===== config.mk =====
export PLATFORM = sky130hd
export DESIGN_NAME = four_axis_step_pulse_generator
export DESIGN_NICKNAME = d
export VERILOG_FILES = /design/src/hw/rtl/fasp_pkg.sv /design/src/hw/rtl/fasp_div.sv /design/src/hw/rtl/fasp_chan_bank.sv /design/src/hw/rtl/four_axis_step_pulse_generator.sv
export SDC_FILE = /design/constraint.sdc
export NUM_CORES = 2
export LEC_CHECK = 0
export ABC_CLOCK_PERIOD_IN_PS = 9200
export BUFFER_PORTS_ARGS = -buffer_cell sky130_fd_sc_hd__buf_2
export CAP_MARGIN = 20
export CORE_UTILIZATION = 45
export CTS_CLUSTER_SIZE = 16
export DETAILED_ROUTE_END_ITERATION = 6
export GPL_TIMING_DRIVEN = 0
export PLACE_DENSITY = 0.67
export REMOVE_ABC_BUFFERS = 1
export SYNTH_ARGS = -nofsm -noshare
export SYNTH_HDL_FRONTEND = slang
export SYNTH_SLANG_ARGS = --single-unit

===== constraint.sdc =====
create_clock -name clk -period 9.2 [get_ports clk]
set_input_delay 0.46 -clock clk [delete_from_list [all_inputs] [get_ports clk]]
set_output_delay 0.46 -clock clk [all_outputs]
set_load 0.03 [all_outputs]

===== src/hw/rtl/fasp_pkg.sv =====
// ----------------------------------------------------------------------------
// fasp_pkg
// Shared widths, command codes and control bundles of the step pulse generator.
// ----------------------------------------------------------------------------
package fasp_pkg;

	localparam int CHANNELS    = 4;
	localparam int TICK_HZ     = 1000000;
	localparam int MOVE_FIELDS = 4;
	localparam int OUT_LINES   = 4;

	localparam int CH_W   = (CHANNELS > 1) ? $clog2(CHANNELS) : 1;
	localparam int MOVE_W = 32;
	localparam int CNT_W  = 31;
	localparam int RATE_W = 19;
	localparam int HALF_W = 19;
	localparam int PROD_W = RATE_W + CNT_W;
	localparam int DIV_CNT_W = $clog2(PROD_W);

	localparam logic [HALF_W-1:0] HALF_MAX = {HALF_W{1'b1}};
	localparam logic [CNT_W-1:0]  CNT_MAX  = {CNT_W{1'b1}};

	localparam logic [RATE_W-1:0] MIN_RATE_RST = RATE_W'(100);
	localparam logic [RATE_W-1:0] MAX_RATE_RST = RATE_W'(10000);

	// command codes
	localparam logic [1:0] CMD_TICK     = 2'd0;
	localparam logic [1:0] CMD_START    = 2'd1;
	localparam logic [1:0] CMD_STOP_ONE = 2'd2;
	localparam logic [1:0] CMD_STOP_ALL = 2'd3;

	// configuration register indexes
	localparam logic [0:0] REG_MIN_RATE = 1'b0;
	localparam logic [0:0] REG_MAX_RATE = 1'b1;

	typedef struct packed {
		logic                tick;
		logic [CHANNELS-1:0] stop_mask;
		logic [CHANNELS-1:0] load_mask;
		logic                load_heading;
		logic [CNT_W-1:0]    load_goal;
		logic [HALF_W-1:0]   load_half;
	} bank_ctrl_t;

	typedef struct packed {
		logic [CHANNELS-1:0] level;
		logic [CHANNELS-1:0] heading;
		logic [CHANNELS-1:0] active;
	} bank_stat_t;

endpackage


===== src/hw/rtl/fasp_div.sv =====
// ----------------------------------------------------------------------------
// fasp_div
// Restoring divider, one quotient bit per cycle, shared by the rate and
// half period computations.
// ----------------------------------------------------------------------------
module fasp_div (
	input  logic                        clk,
	input  logic                        arst_n,
	input  logic                        start,
	input  logic [fasp_pkg::PROD_W-1:0] dividend,
	input  logic [fasp_pkg::CNT_W-1:0]  divisor,
	output logic                        busy,
	output logic [fasp_pkg::PROD_W-1:0] quotient
);

	logic                           busy_q;
	logic [fasp_pkg::DIV_CNT_W-1:0] cnt_q;
	logic [fasp_pkg::PROD_W-1:0]    dvd_q;
	logic [fasp_pkg::CNT_W-1:0]     rem_q;
	logic [fasp_pkg::CNT_W-1:0]     dvs_q;

	logic [fasp_pkg::CNT_W:0]       shifted;
	logic [fasp_pkg::CNT_W+1:0]     diff;
	logic                           fits;

	assign shifted = {rem_q, dvd_q[fasp_pkg::PROD_W-1]};
	assign diff    = {1'b0, shifted} - {2'b00, dvs_q};
	assign fits    = !diff[fasp_pkg::CNT_W+1];

	always_ff @(posedge clk or negedge arst_n) begin
		if (!arst_n) begin
			busy_q <= 1'b0;
			cnt_q  <= '0;
		end else if (start) begin
			busy_q <= 1'b1;
			cnt_q  <= fasp_pkg::DIV_CNT_W'(fasp_pkg::PROD_W - 1);
		end else if (busy_q) begin
			cnt_q <= cnt_q - 1'b1;
			if (cnt_q == '0) begin
				busy_q <= 1'b0;
			end
		end
	end

	// quotient bits shift in where the dividend bits leave
	always_ff @(posedge clk) begin
		if (start) begin
			dvd_q <= dividend;
			dvs_q <= divisor;
			rem_q <= '0;
		end else if (busy_q) begin
			dvd_q <= {dvd_q[fasp_pkg::PROD_W-2:0], fits};
			rem_q <= fits ? diff[fasp_pkg::CNT_W-1:0] : shifted[fasp_pkg::CNT_W-1:0];
		end
	end

	assign busy     = busy_q;
	assign quotient = dvd_q;

endmodule


===== src/hw/rtl/fasp_chan_bank.sv =====
// ----------------------------------------------------------------------------
// fasp_chan_bank
// Per channel step timers, pulse counters and step/direction state.
// ----------------------------------------------------------------------------
module fasp_chan_bank (
	input  logic                 clk,
	input  logic                 arst_n,
	input  fasp_pkg::bank_ctrl_t ctrl,
	output fasp_pkg::bank_stat_t stat
);

	logic [fasp_pkg::CHANNELS-1:0] level_q;
	logic [fasp_pkg::CHANNELS-1:0] active_q;
	logic [fasp_pkg::CHANNELS-1:0] heading_q;
	logic [fasp_pkg::CNT_W-1:0]    goal_q [fasp_pkg::CHANNELS];
	logic [fasp_pkg::CNT_W-1:0]    done_q [fasp_pkg::CHANNELS];
	logic [fasp_pkg::HALF_W-1:0]   half_q [fasp_pkg::CHANNELS];
	logic [fasp_pkg::HALF_W-1:0]   tcnt_q [fasp_pkg::CHANNELS];

	for (genvar c = 0; c < fasp_pkg::CHANNELS; c++) begin : g_chan
		logic [fasp_pkg::CNT_W-1:0] done_inc;

		assign done_inc = done_q[c] + 1'b1;

		always_ff @(posedge clk or negedge arst_n) begin
			if (!arst_n) begin
				level_q[c]   <= 1'b0;
				active_q[c]  <= 1'b0;
				heading_q[c] <= 1'b0;
				goal_q[c]    <= '0;
				done_q[c]    <= '0;
				half_q[c]    <= '0;
				tcnt_q[c]    <= '0;
			end else if (ctrl.load_mask[c]) begin
				level_q[c]   <= 1'b0;
				active_q[c]  <= 1'b1;
				heading_q[c] <= ctrl.load_heading;
				goal_q[c]    <= ctrl.load_goal;
				done_q[c]    <= '0;
				half_q[c]    <= ctrl.load_half;
				tcnt_q[c]    <= '0;
			end else if (ctrl.stop_mask[c]) begin
				level_q[c]  <= 1'b0;
				active_q[c] <= 1'b0;
			end else if (ctrl.tick && active_q[c]) begin
				if (tcnt_q[c] >= half_q[c]) begin
					tcnt_q[c] <= '0;
					if (!level_q[c]) begin
						// rising edge counts one pulse
						done_q[c] <= done_inc;
						if (done_inc >= goal_q[c]) begin
							level_q[c]  <= 1'b0;
							active_q[c] <= 1'b0;
						end else begin
							level_q[c] <= 1'b1;
						end
					end else begin
						level_q[c] <= 1'b0;
					end
				end else begin
					tcnt_q[c] <= tcnt_q[c] + 1'b1;
				end
			end
		end
	end

	assign stat.level   = level_q;
	assign stat.heading = heading_q;
	assign stat.active  = active_q;

endmodule


===== src/hw/rtl/four_axis_step_pulse_generator.sv =====
// ----------------------------------------------------------------------------
// four_axis_step_pulse_generator
// Four channel step/direction generator with a shared divider for rate setup.
//
//   channel   handshake            carries
//   in        in_valid/in_ready    cmd, move0..move3, base_rate, channel
//   out       out_valid/out_ready  step_lines, dir_lines, busy_mask, any_busy,
//                                  status
//   cfg       cfg_write            cfg_index, cfg_data (min_rate, max_rate)
//
// Tick, stop or refused start: acceptance sets emit_q, then the output register takes the result.
// Start: the moves are scanned, then each moving channel runs the shared divider twice, for its
// rate and its half period, and is loaded; a start with no moves skips the divider.
// One request is in flight at a time; in_ready is low until its result is registered.
// A stalled output holds its result; the next result waits and keeps in_ready low.
// Reset clears every channel and loads the default rate limits.
// ----------------------------------------------------------------------------
module four_axis_step_pulse_generator (
	input  logic                                clk,
	input  logic                                arst_n,
	input  logic                                cfg_write,
	input  logic [0:0]                          cfg_index,
	input  logic [fasp_pkg::RATE_W-1:0]         cfg_data,
	input  logic                                in_valid,
	output logic                                in_ready,
	input  logic [1:0]                          cmd,
	input  logic signed [fasp_pkg::MOVE_W-1:0]  move0,
	input  logic signed [fasp_pkg::MOVE_W-1:0]  move1,
	input  logic signed [fasp_pkg::MOVE_W-1:0]  move2,
	input  logic signed [fasp_pkg::MOVE_W-1:0]  move3,
	input  logic [fasp_pkg::RATE_W-1:0]         base_rate,
	input  logic [1:0]                          channel,
	output logic                                out_valid,
	input  logic                                out_ready,
	output logic [fasp_pkg::OUT_LINES-1:0]      step_lines,
	output logic [fasp_pkg::OUT_LINES-1:0]      dir_lines,
	output logic [fasp_pkg::OUT_LINES-1:0]      busy_mask,
	output logic                                any_busy,
	output logic                                status
);

	typedef enum logic [7:0] {
		ST_IDLE  = 8'b0000_0001,
		ST_SCAN  = 8'b0000_0010,
		ST_PICK  = 8'b0000_0100,
		ST_MUL   = 8'b0000_1000,
		ST_DIV1  = 8'b0001_0000,
		ST_CLAMP = 8'b0010_0000,
		ST_DIV2  = 8'b0100_0000,
		ST_LOAD  = 8'b1000_0000
	} seq_state_t;

	seq_state_t                    state_q;
	logic                          emit_q;
	logic [fasp_pkg::RATE_W-1:0]   min_rate_q;
	logic [fasp_pkg::RATE_W-1:0]   max_rate_q;
	logic [fasp_pkg::CH_W-1:0]     ch_q;
	logic [fasp_pkg::CNT_W-1:0]    mag_q [fasp_pkg::CHANNELS];
	logic [fasp_pkg::CHANNELS-1:0] neg_q;
	logic [fasp_pkg::CNT_W-1:0]    biggest_q;
	logic [fasp_pkg::RATE_W-1:0]   base_q;
	logic [fasp_pkg::PROD_W-1:0]   prod_q;
	logic [fasp_pkg::RATE_W-1:0]   rate_q;
	logic                          status_q;

	logic                          out_valid_q;
	logic [fasp_pkg::OUT_LINES-1:0] step_q, dir_q, busy_q;
	logic                          any_q, stat_out_q;

	logic                          accept;
	logic                          last_ch;
	logic signed [fasp_pkg::MOVE_W-1:0] move_arr [fasp_pkg::MOVE_FIELDS];
	logic [fasp_pkg::CNT_W-1:0]    mag_in [fasp_pkg::CHANNELS];
	logic [fasp_pkg::CHANNELS-1:0] neg_in;
	logic [fasp_pkg::RATE_W-1:0]   rate_clamped;
	logic [fasp_pkg::RATE_W:0]     toggle;
	logic [fasp_pkg::HALF_W-1:0]   half_val;
	logic                          any_active;
	logic                          out_free;

	fasp_pkg::bank_ctrl_t          bank_ctrl;
	fasp_pkg::bank_stat_t          bank_stat;

	logic                          div_start;
	logic [fasp_pkg::PROD_W-1:0]   div_dividend;
	logic [fasp_pkg::CNT_W-1:0]    div_divisor;
	logic                          div_busy;
	logic [fasp_pkg::PROD_W-1:0]   div_quot;

	assign move_arr[0] = move0;
	assign move_arr[1] = move1;
	assign move_arr[2] = move2;
	assign move_arr[3] = move3;

	assign in_ready   = (state_q == ST_IDLE) && !emit_q;
	assign accept     = in_valid && in_ready;
	assign last_ch    = (ch_q == fasp_pkg::CH_W'(fasp_pkg::CHANNELS - 1));
	assign any_active = |bank_stat.active;
	assign out_free   = !out_valid_q || out_ready;

	// magnitude and sign of each move, saturated to the count width
	always_comb begin
		logic [fasp_pkg::MOVE_W-1:0] raw;
		logic [fasp_pkg::MOVE_W-1:0] mag;
		for (int c = 0; c < fasp_pkg::CHANNELS; c++) begin
			raw = '0;
			if (c < fasp_pkg::MOVE_FIELDS) begin
				raw = move_arr[c];
			end
			neg_in[c] = raw[fasp_pkg::MOVE_W-1];
			mag = neg_in[c] ? (fasp_pkg::MOVE_W'(0) - raw) : raw;
			mag_in[c] = mag[fasp_pkg::MOVE_W-1] ? fasp_pkg::CNT_MAX : mag[fasp_pkg::CNT_W-1:0];
		end
	end

	// clamp to the configured window, a zero rate falls back to min_rate, then to one
	always_comb begin
		rate_clamped = rate_q;
		if (rate_clamped < min_rate_q) begin
			rate_clamped = min_rate_q;
		end
		if (rate_clamped > max_rate_q) begin
			rate_clamped = max_rate_q;
		end
		if (rate_clamped == '0) begin
			rate_clamped = min_rate_q;
		end
		if (rate_clamped == '0) begin
			rate_clamped = fasp_pkg::RATE_W'(1);
		end
		toggle = {rate_clamped, 1'b0};
	end

	// half period = quotient - 1, floored at zero and saturated
	always_comb begin
		if (div_quot == '0) begin
			half_val = '0;
		end else if (div_quot > fasp_pkg::PROD_W'(fasp_pkg::HALF_MAX) + 1'b1) begin
			half_val = fasp_pkg::HALF_MAX;
		end else begin
			half_val = fasp_pkg::HALF_W'(div_quot - 1'b1);
		end
	end

	assign div_start    = (state_q == ST_MUL) || (state_q == ST_CLAMP);
	assign div_dividend = (state_q == ST_MUL) ? prod_q : fasp_pkg::PROD_W'(fasp_pkg::TICK_HZ);
	assign div_divisor  = (state_q == ST_MUL) ? biggest_q : fasp_pkg::CNT_W'(toggle);

	always_comb begin
		bank_ctrl = '0;
		bank_ctrl.tick = accept && (cmd == fasp_pkg::CMD_TICK);
		for (int c = 0; c < fasp_pkg::CHANNELS; c++) begin
			if (accept && (cmd == fasp_pkg::CMD_STOP_ALL)) begin
				bank_ctrl.stop_mask[c] = 1'b1;
			end else if (accept && (cmd == fasp_pkg::CMD_STOP_ONE)) begin
				bank_ctrl.stop_mask[c] = (32'(channel) == c);
			end
			bank_ctrl.load_mask[c] = (state_q == ST_LOAD) && (ch_q == fasp_pkg::CH_W'(c));
		end
		bank_ctrl.load_heading = !neg_q[ch_q];
		bank_ctrl.load_goal    = mag_q[ch_q];
		bank_ctrl.load_half    = half_val;
	end

	fasp_chan_bank u_bank (
		.clk    (clk),
		.arst_n (arst_n),
		.ctrl   (bank_ctrl),
		.stat   (bank_stat)
	);

	fasp_div u_div (
		.clk      (clk),
		.arst_n   (arst_n),
		.start    (div_start),
		.dividend (div_dividend),
		.divisor  (div_divisor),
		.busy     (div_busy),
		.quotient (div_quot)
	);

	always_ff @(posedge clk or negedge arst_n) begin
		if (!arst_n) begin
			min_rate_q <= fasp_pkg::MIN_RATE_RST;
			max_rate_q <= fasp_pkg::MAX_RATE_RST;
		end else if (cfg_write) begin
			case (cfg_index)
				fasp_pkg::REG_MIN_RATE: min_rate_q <= cfg_data;
				fasp_pkg::REG_MAX_RATE: max_rate_q <= cfg_data;
				default: ;
			endcase
		end
	end

	// request sequencer
	always_ff @(posedge clk or negedge arst_n) begin
		if (!arst_n) begin
			state_q <= ST_IDLE;
			emit_q  <= 1'b0;
			ch_q    <= '0;
		end else begin
			if (emit_q && out_free) begin
				emit_q <= 1'b0;
			end
			case (state_q)
				ST_IDLE: begin
					if (accept) begin
						ch_q <= '0;
						if ((cmd == fasp_pkg::CMD_START) && !any_active) begin
							state_q <= ST_SCAN;
						end else begin
							emit_q <= 1'b1;
						end
					end
				end
				ST_SCAN: begin
					if (last_ch) begin
						ch_q    <= '0;
						state_q <= ST_PICK;
					end else begin
						ch_q <= ch_q + 1'b1;
					end
				end
				ST_PICK: begin
					if (biggest_q == '0) begin
						emit_q  <= 1'b1;
						state_q <= ST_IDLE;
					end else if (mag_q[ch_q] != '0) begin
						state_q <= ST_MUL;
					end else if (last_ch) begin
						emit_q  <= 1'b1;
						state_q <= ST_IDLE;
					end else begin
						ch_q <= ch_q + 1'b1;
					end
				end
				ST_MUL: state_q <= ST_DIV1;
				ST_DIV1: begin
					if (!div_busy) begin
						state_q <= ST_CLAMP;
					end
				end
				ST_CLAMP: state_q <= ST_DIV2;
				ST_DIV2: begin
					if (!div_busy) begin
						state_q <= ST_LOAD;
					end
				end
				ST_LOAD: begin
					if (last_ch) begin
						emit_q  <= 1'b1;
						state_q <= ST_IDLE;
					end else begin
						ch_q    <= ch_q + 1'b1;
						state_q <= ST_PICK;
					end
				end
				default: state_q <= ST_IDLE;
			endcase
		end
	end

	// working registers of a start
	always_ff @(posedge clk) begin
		if (accept) begin
			status_q  <= (cmd == fasp_pkg::CMD_START) && any_active;
			biggest_q <= '0;
			base_q    <= base_rate;
			neg_q     <= neg_in;
			for (int c = 0; c < fasp_pkg::CHANNELS; c++) begin
				mag_q[c] <= mag_in[c];
			end
		end
		if ((state_q == ST_SCAN) && (mag_q[ch_q] > biggest_q)) begin
			biggest_q <= mag_q[ch_q];
		end
		if (state_q == ST_PICK) begin
			prod_q <= base_q * mag_q[ch_q];
		end
		if ((state_q == ST_DIV1) && !div_busy) begin
			rate_q <= div_quot[fasp_pkg::RATE_W-1:0];
		end
	end

	// output register
	always_ff @(posedge clk or negedge arst_n) begin
		if (!arst_n) begin
			out_valid_q <= 1'b0;
		end else if (emit_q && out_free) begin
			out_valid_q <= 1'b1;
		end else if (out_ready) begin
			out_valid_q <= 1'b0;
		end
	end

	always_ff @(posedge clk) begin
		if (emit_q && out_free) begin
			for (int i = 0; i < fasp_pkg::OUT_LINES; i++) begin
				if (i < fasp_pkg::CHANNELS) begin
					step_q[i] <= bank_stat.level[i];
					dir_q[i]  <= bank_stat.heading[i];
					busy_q[i] <= bank_stat.active[i];
				end else begin
					step_q[i] <= 1'b0;
					dir_q[i]  <= 1'b0;
					busy_q[i] <= 1'b0;
				end
			end
			any_q      <= any_active;
			stat_out_q <= status_q;
		end
	end

	assign out_valid  = out_valid_q;
	assign step_lines = step_q;
	assign dir_lines  = dir_q;
	assign busy_mask  = busy_q;
	assign any_busy   = any_q;
	assign status     = stat_out_q;

endmodule


## Word-level counts from Yosys, hierarchy flattened

Memories as Yosys holds them, arrays and structs flattened.
Cells that the tools add are included.

- Flip-flop bits (word level): 719
- Input port bits: 176
- Memories kept: 1
- Output and inout port bits: 16
- Word-level logic and storage cells: 347
- Memory bits (writable): 124

Memories:

| name | depth | width | rd ports | clocked after memory_dff | write ports | line | text |
|---|---|---|---|---|---|---|---|
| mag_q | 4 | 31 | 1 | 0 | 4 | four_axis_step_pulse_generator.sv:58 | `logic [fasp_pkg::CNT_W-1:0] mag_q [fasp_pkg::CHANNELS];` |

- Eq/ne operators: 37
- Multiplexer cells: 147
- Bitwise operators: 1
- Reduce and logical (&&, ||, !) cells: 80
- Multipliers: 1
- Magnitude comparators: 13
- Add/sub/neg operators: 16

Operators with widths:

| kind | number |
|---|---|
| 2-to-1 mux 31 bit | 27 |
| 2-to-1 mux 19 bit | 22 |
| 2-to-1 mux 50 bit | 3 |
| 2-to-1 mux 32 bit | 4 |
| subtractor 1 x 32 -> 32 bit (first input constant) | 4 |
| adder 31 x 1 -> 31 bit (second input constant) | 4 |
| >= comparator 31 bit | 4 |
| adder 19 x 1 -> 19 bit (second input constant) | 4 |
| >= comparator 19 bit | 4 |
| 2-to-1 mux 1 bit | 70 |
| 2-to-1 mux 8 bit | 8 |
| case mux 8 bit (8 select lines) | 1 |
| greater-than comparator 50 x 20 -> 1 bit (second input constant) | 1 |
| logical NOT 50 bit | 1 |
| multiplier 19 x 31 -> 50 bit | 1 |
| logical NOT 19 bit | 2 |
| AND reduction 4 bit | 9 |
| nonzero test 3 bit | 12 |
| subtractor 32 x 31 -> 33 bit | 1 |
| greater-than comparator 31 bit | 1 |
| logical NOT 31 bit | 1 |
| nonzero test 31 bit | 1 |
| inequality test 2 bit (second input constant) | 14 |
| nonzero test 2 bit | 11 |
| other kinds (36) | 85 |

## Longest topological paths before layout

- Depth after elaboration: 9
- Depth in mapped cells: 28
- Mapped depth without buffers: 25

## Hierarchy

From an unflattened synthesis, not the netlist that was laid out.

- Cell total of the unflattened synthesis: 7113
- Area, all modules: 67075.6 um^2

Modules (own cells, without submodules):

| module | area an instance (um^2) | sequential area each (um^2) | cells each | times used |
|---|---|---|---|---|
| four_axis_step_pulse_generator | 36032.1 | 9130.0 | 3764 | 1 |
| fasp_chan_bank | 24387.1 | 10309.9 | 2738 | 1 |
| fasp_div | 6656.4 | 3228.1 | 611 | 1 |

## Worst setup path before layout

No wires, ideal clock.

- Path kind: reg-to-reg
- Start point: register ch_q[0] in the netlist's numbering
- End point: register prod_q[49] in the netlist's numbering, data pin
- Path buffers: 3
- Data arrival time: 7615 ps
- Stages on the path, launching flop included: 27
- Path slack: 1317 ps
- Setup time: 268 ps
- Period minus slack after synthesis: 7883 ps
- Required time: 8932 ps
- Path through: dfrtp_1 -> clkbuf_1 -> buf_1 -> mux4_2 -> clkbuf_1 -> and2_1 -> fa_1 -> fa_1 -> inv_1 -> fa_1 -> inv_1 -> fa_1 -> inv_1 -> fa_1 -> inv_1 -> fa_1 -> ha_1 -> and4_1 -> nand3_1 -> a2111oi_0 -> o31ai_1 -> a21boi_0 -> o211ai_1 -> a31oi_1 -> nor4b_1 -> o41ai_1 -> xnor2_1

- Word-level cells in the longest chain between the ends: 2

Ends and longest elaborated chain:

| element | line | text |
|---|---|---|
| from (decl) | four_axis_step_pulse_generator.sv:57 | `logic [fasp_pkg::CH_W-1:0] ch_q;` |
| from (signal assigned) | four_axis_step_pulse_generator.sv:221 | `ch_q <= ch_q + 1'b1;` |
| from (signal assigned) | four_axis_step_pulse_generator.sv:234 | `ch_q <= ch_q + 1'b1;` |
| from (signal assigned) | four_axis_step_pulse_generator.sv:254 | `ch_q <= ch_q + 1'b1;` |
| memory read (4 x 31 bit) | - |  |
| multiplier 19 x 31 -> 50 bit | four_axis_step_pulse_generator.sv:278 | `prod_q <= base_q * mag_q[ch_q];` |
| to (signal assigned) | four_axis_step_pulse_generator.sv:278 |  |
| to (decl) | four_axis_step_pulse_generator.sv:62 | `logic [fasp_pkg::PROD_W-1:0] prod_q;` |

No other way between the ends.
A chain may end at the register's enable or synchronous reset.

## Worst setup path in the final report

Ends and elaborated chain as after synthesis.

==> reports/metrics.yaml <==
run_status:
  status: "finished, final reports clean"
sta:
  finalHoldViolations: 0
  setup_violations: 0
  slew_headroom_pct: 19.5
  rsz0062_at_grt: "false"
  fin_crit_ns: 8.88
  fin_crit_sh_pct: 96.6
  drv_slew: 0
  tightest_slew_ns: 1.21
  fmax_mhz: 113
  clock_skew_ns: 0.0594
logic_synthesis:
  synth_edf_count: 343
  synthTopCellsByArea: "dfrtp_1 17%, edfxtp_1 16%, fa_1 15%, ha_1 8.6%, nand2_1 5.5%"
  synth_commonest_cells: "961 x nand2_1, 917 x inv_1, 493 x fa_1"
  yosysMostFrequentCell: "nand2_1"
  yosysSeqAreaShare_pct: 34.5
  synthCells: 6915
  yosysTopAreaCell: "dfrtp_1"
  ys_ff_latch: 843
  ys_types: 95
  synth_top_area_share_pct: 17.5
  async_flop_share_pct: 55.6
  ys_warn_count: 0
  syn_avg_cell_area_um2: 9.51
  ys.flop_type: "dfrtp_1"
  synth.cell_area_um2: 65800
worst_setup_path:
  startpoint_type: "register"
  worstPathMaxFanout: 29
  critPathArrivalTime_ns: 9.36
  crit_type: "reg2reg"
  required_ns: 9.67
  end_kind: "register"
final_layout:
  drive_gt1_share_pct: 8.41
  syn2layout_area_growth_pct: 11.4
  final_net_count: 8124
  final_core_util_pct: 50.8
grt:
  grt_max_degree: 117
  gr-usage-all-layers_pct: 25.0
  antenna_found_initial: 19
  overflow: 0
  grt_pass1_wl_um: 287000
  grt_pass1_vias: 50800
clock_network:
  h-tree-depth: 3
  clock_path_buffers: 3
  postCtsSetupRepairBufs: 0
  clk_latency_ns: 0.76
  cts_root_buf: "clkbuf_16"
  cts_sinks: 843
  numCtsBuffers: 97
  cts.reportedPaths.clkPinSlew_ns: 0.06
  cts_tree: "yes"
run:
  cap_violations: 0
detailed_routing:
  viasPerCell: 5.64
  drcViolationCount: 0
  totalWireLength_um: 185000
  vias: 50700
  drt_pass1_iterations: 6
  drtAntennaViolNets: 0
  drt_iter0_drc: 4041
  wl_per_cell_um: 20.5
floorplanning:
  core_um2: 144000
  io_pins: 192
  start_util_pct: 45.6
  die_x_um: 384
  dieArea_um2: 148000
  rows: 139
  die_y_um: 384
placement:
  io_buffer_count: 191
  post-dp-hpwl_um: 129000
  gp_congestion: 0.910
min_path:
  hold_path.class: "in2reg"
==> worst max-delay path, stage by stage (launching register included) <==
cell	delay, ns
dfrtp_4	0.64
buf_12	0.33
mux4_2	0.78
and2_1	0.28
fa_1	0.42
fa_1	0.55
inv_1	0.05
fa_1	0.47
inv_1	0.06
fa_1	0.53
inv_1	0.05
fa_1	0.52
inv_1	0.05
fa_1	0.49
ha_1	0.43
and4_1	0.24
nand3_1	0.10
a2111oi_1	0.54
o31ai_2	0.22
a21boi_1	0.36
o211ai_1	0.24
a31oi_1	0.36
nor4b_1	0.52
o41ai_1	0.18
xnor2_1	0.15
==> layout make-up <==
type,count,area [µm²]
Fill cell,13100,71000
Antenna cell,7,17.5
Timing Repair Buffer,295,2600
Sequential cell,843,22700
Inverter,918,3450
Clock buffer,131,2690
Clock inverter,50,763
Multi-Input combinational cell,4847,38700
Tap cell,1903,2380
==> sequential cells by signal, indices dropped and copies added (netlist names), 31 cells and up <==
| name | count |
|---|---|
| u_bank.tcnt_q | 76 |
| u_bank.goal_q | 124 |
| u_bank.half_q | 76 |
| u_bank.done_q | 124 |
| u_div.rem_q | 31 |
| prod_q | 50 |
| biggest_q | 31 |
| u_div.dvs_q | 31 |
| u_div.quotient | 50 |
| mag_q | 124 |
==> metrics by stage <==
step,instances,area [µm²],setup slack [ns],TNS [ns],hold WS [ns]
6_report,8994,73300,0.317,0,0.0521
5_1_grt,8990,73300,0.0466,0,0.0243
4_1_cts,8979,73200,0.0439,0,0.00308
3_5_place_dp,8752,69100,-0.250,-0.426,0.423
3_3_place_gp,8695,67900,-2.43,-1164.38,0.426
2_1_floorplan,6601,64600,0.983,0,0.164
==> cells in the final DEF (no fill, tap or decap), types with 27 or more instances in the layout <==
| cell | instances |
|---|---|
| ha_1 | 453 |
| dfxtp_1 | 31 |
| a22o_1 | 45 |
| mux2_2 | 77 |
| xor2_1 | 211 |
| o21ai_0 | 455 |
| o21a_1 | 34 |
| or3_1 | 47 |
| nand2_1 | 959 |
| buf_2 | 192 |
| and2_1 | 244 |
| a21oi_1 | 223 |
| nor4_1 | 65 |
| edfxtp_1 | 343 |
| fa_1 | 493 |
| nand4_1 | 72 |
| o31ai_1 | 43 |
| xnor2_1 | 137 |
| dlygate4sd3_1 | 40 |
| nand3_1 | 135 |
| nor2b_1 | 53 |
| a211oi_1 | 42 |
| a21o_1 | 108 |
| nand2b_1 | 68 |
| nor3_1 | 59 |
| and3_1 | 95 |
| clkbuf_16 | 98 |
| dfrtp_1 | 457 |
| a31oi_1 | 27 |
| mux4_2 | 29 |
| buf_16 | 27 |
| inv_1 | 914 |
| nor2_1 | 322 |
==> logic make-up (layout without fill, tap and decap cells) <==
group,count (synthesis),count (layout),synth area share [%]
xor+xnor,348,348,4.63
flops,843,843,34.5
simple gates,2258,2258,16.6
mux,121,128,2.60
fa+ha+maj,946,946,23.6
compound gates,1167,1167,11.0
buf+inv,1232,1394,7.09
other cells,0,7,0
==> per-layer routing <==
metal,wire [µm],GRT usage (%)
met1,78200,33.1
met2,84900,40.2
met3,14000,4.91
met4,7440,9.82
met5,78,0
==> what timing repair did <==
item                                    4_1_cts  5_1_grt
endpoints found under the hold margin       111        0
cloned                                        6        1
endpoints found under the setup margin        2        4
resized for setup                             4        8
hold buffers                                 40        0
==> path summary, 6_finish.rpt <==
check | startpoint | end | slack, ns | cells past startpoint
max reg2reg | ch_q[0] | prod_q[49] | 0.32 | 24
min | move1[21] | mag_q[1][21] | 0.05 | 3
max | ch_q[0] | prod_q[49] | 0.32 | 24
min reg2reg | u_bank.stat[6] | dir_lines[2] | 0.42 | 0
max in group asynchronous | arst_n | u_bank.stat[7] | 6.91 | 5
min in group asynchronous | arst_n | max_rate_q[1] | 0.22 | 2
Power is not shown: default switching activity piles up to over one toggle a cycle in this logic, so the estimate is an artifact.
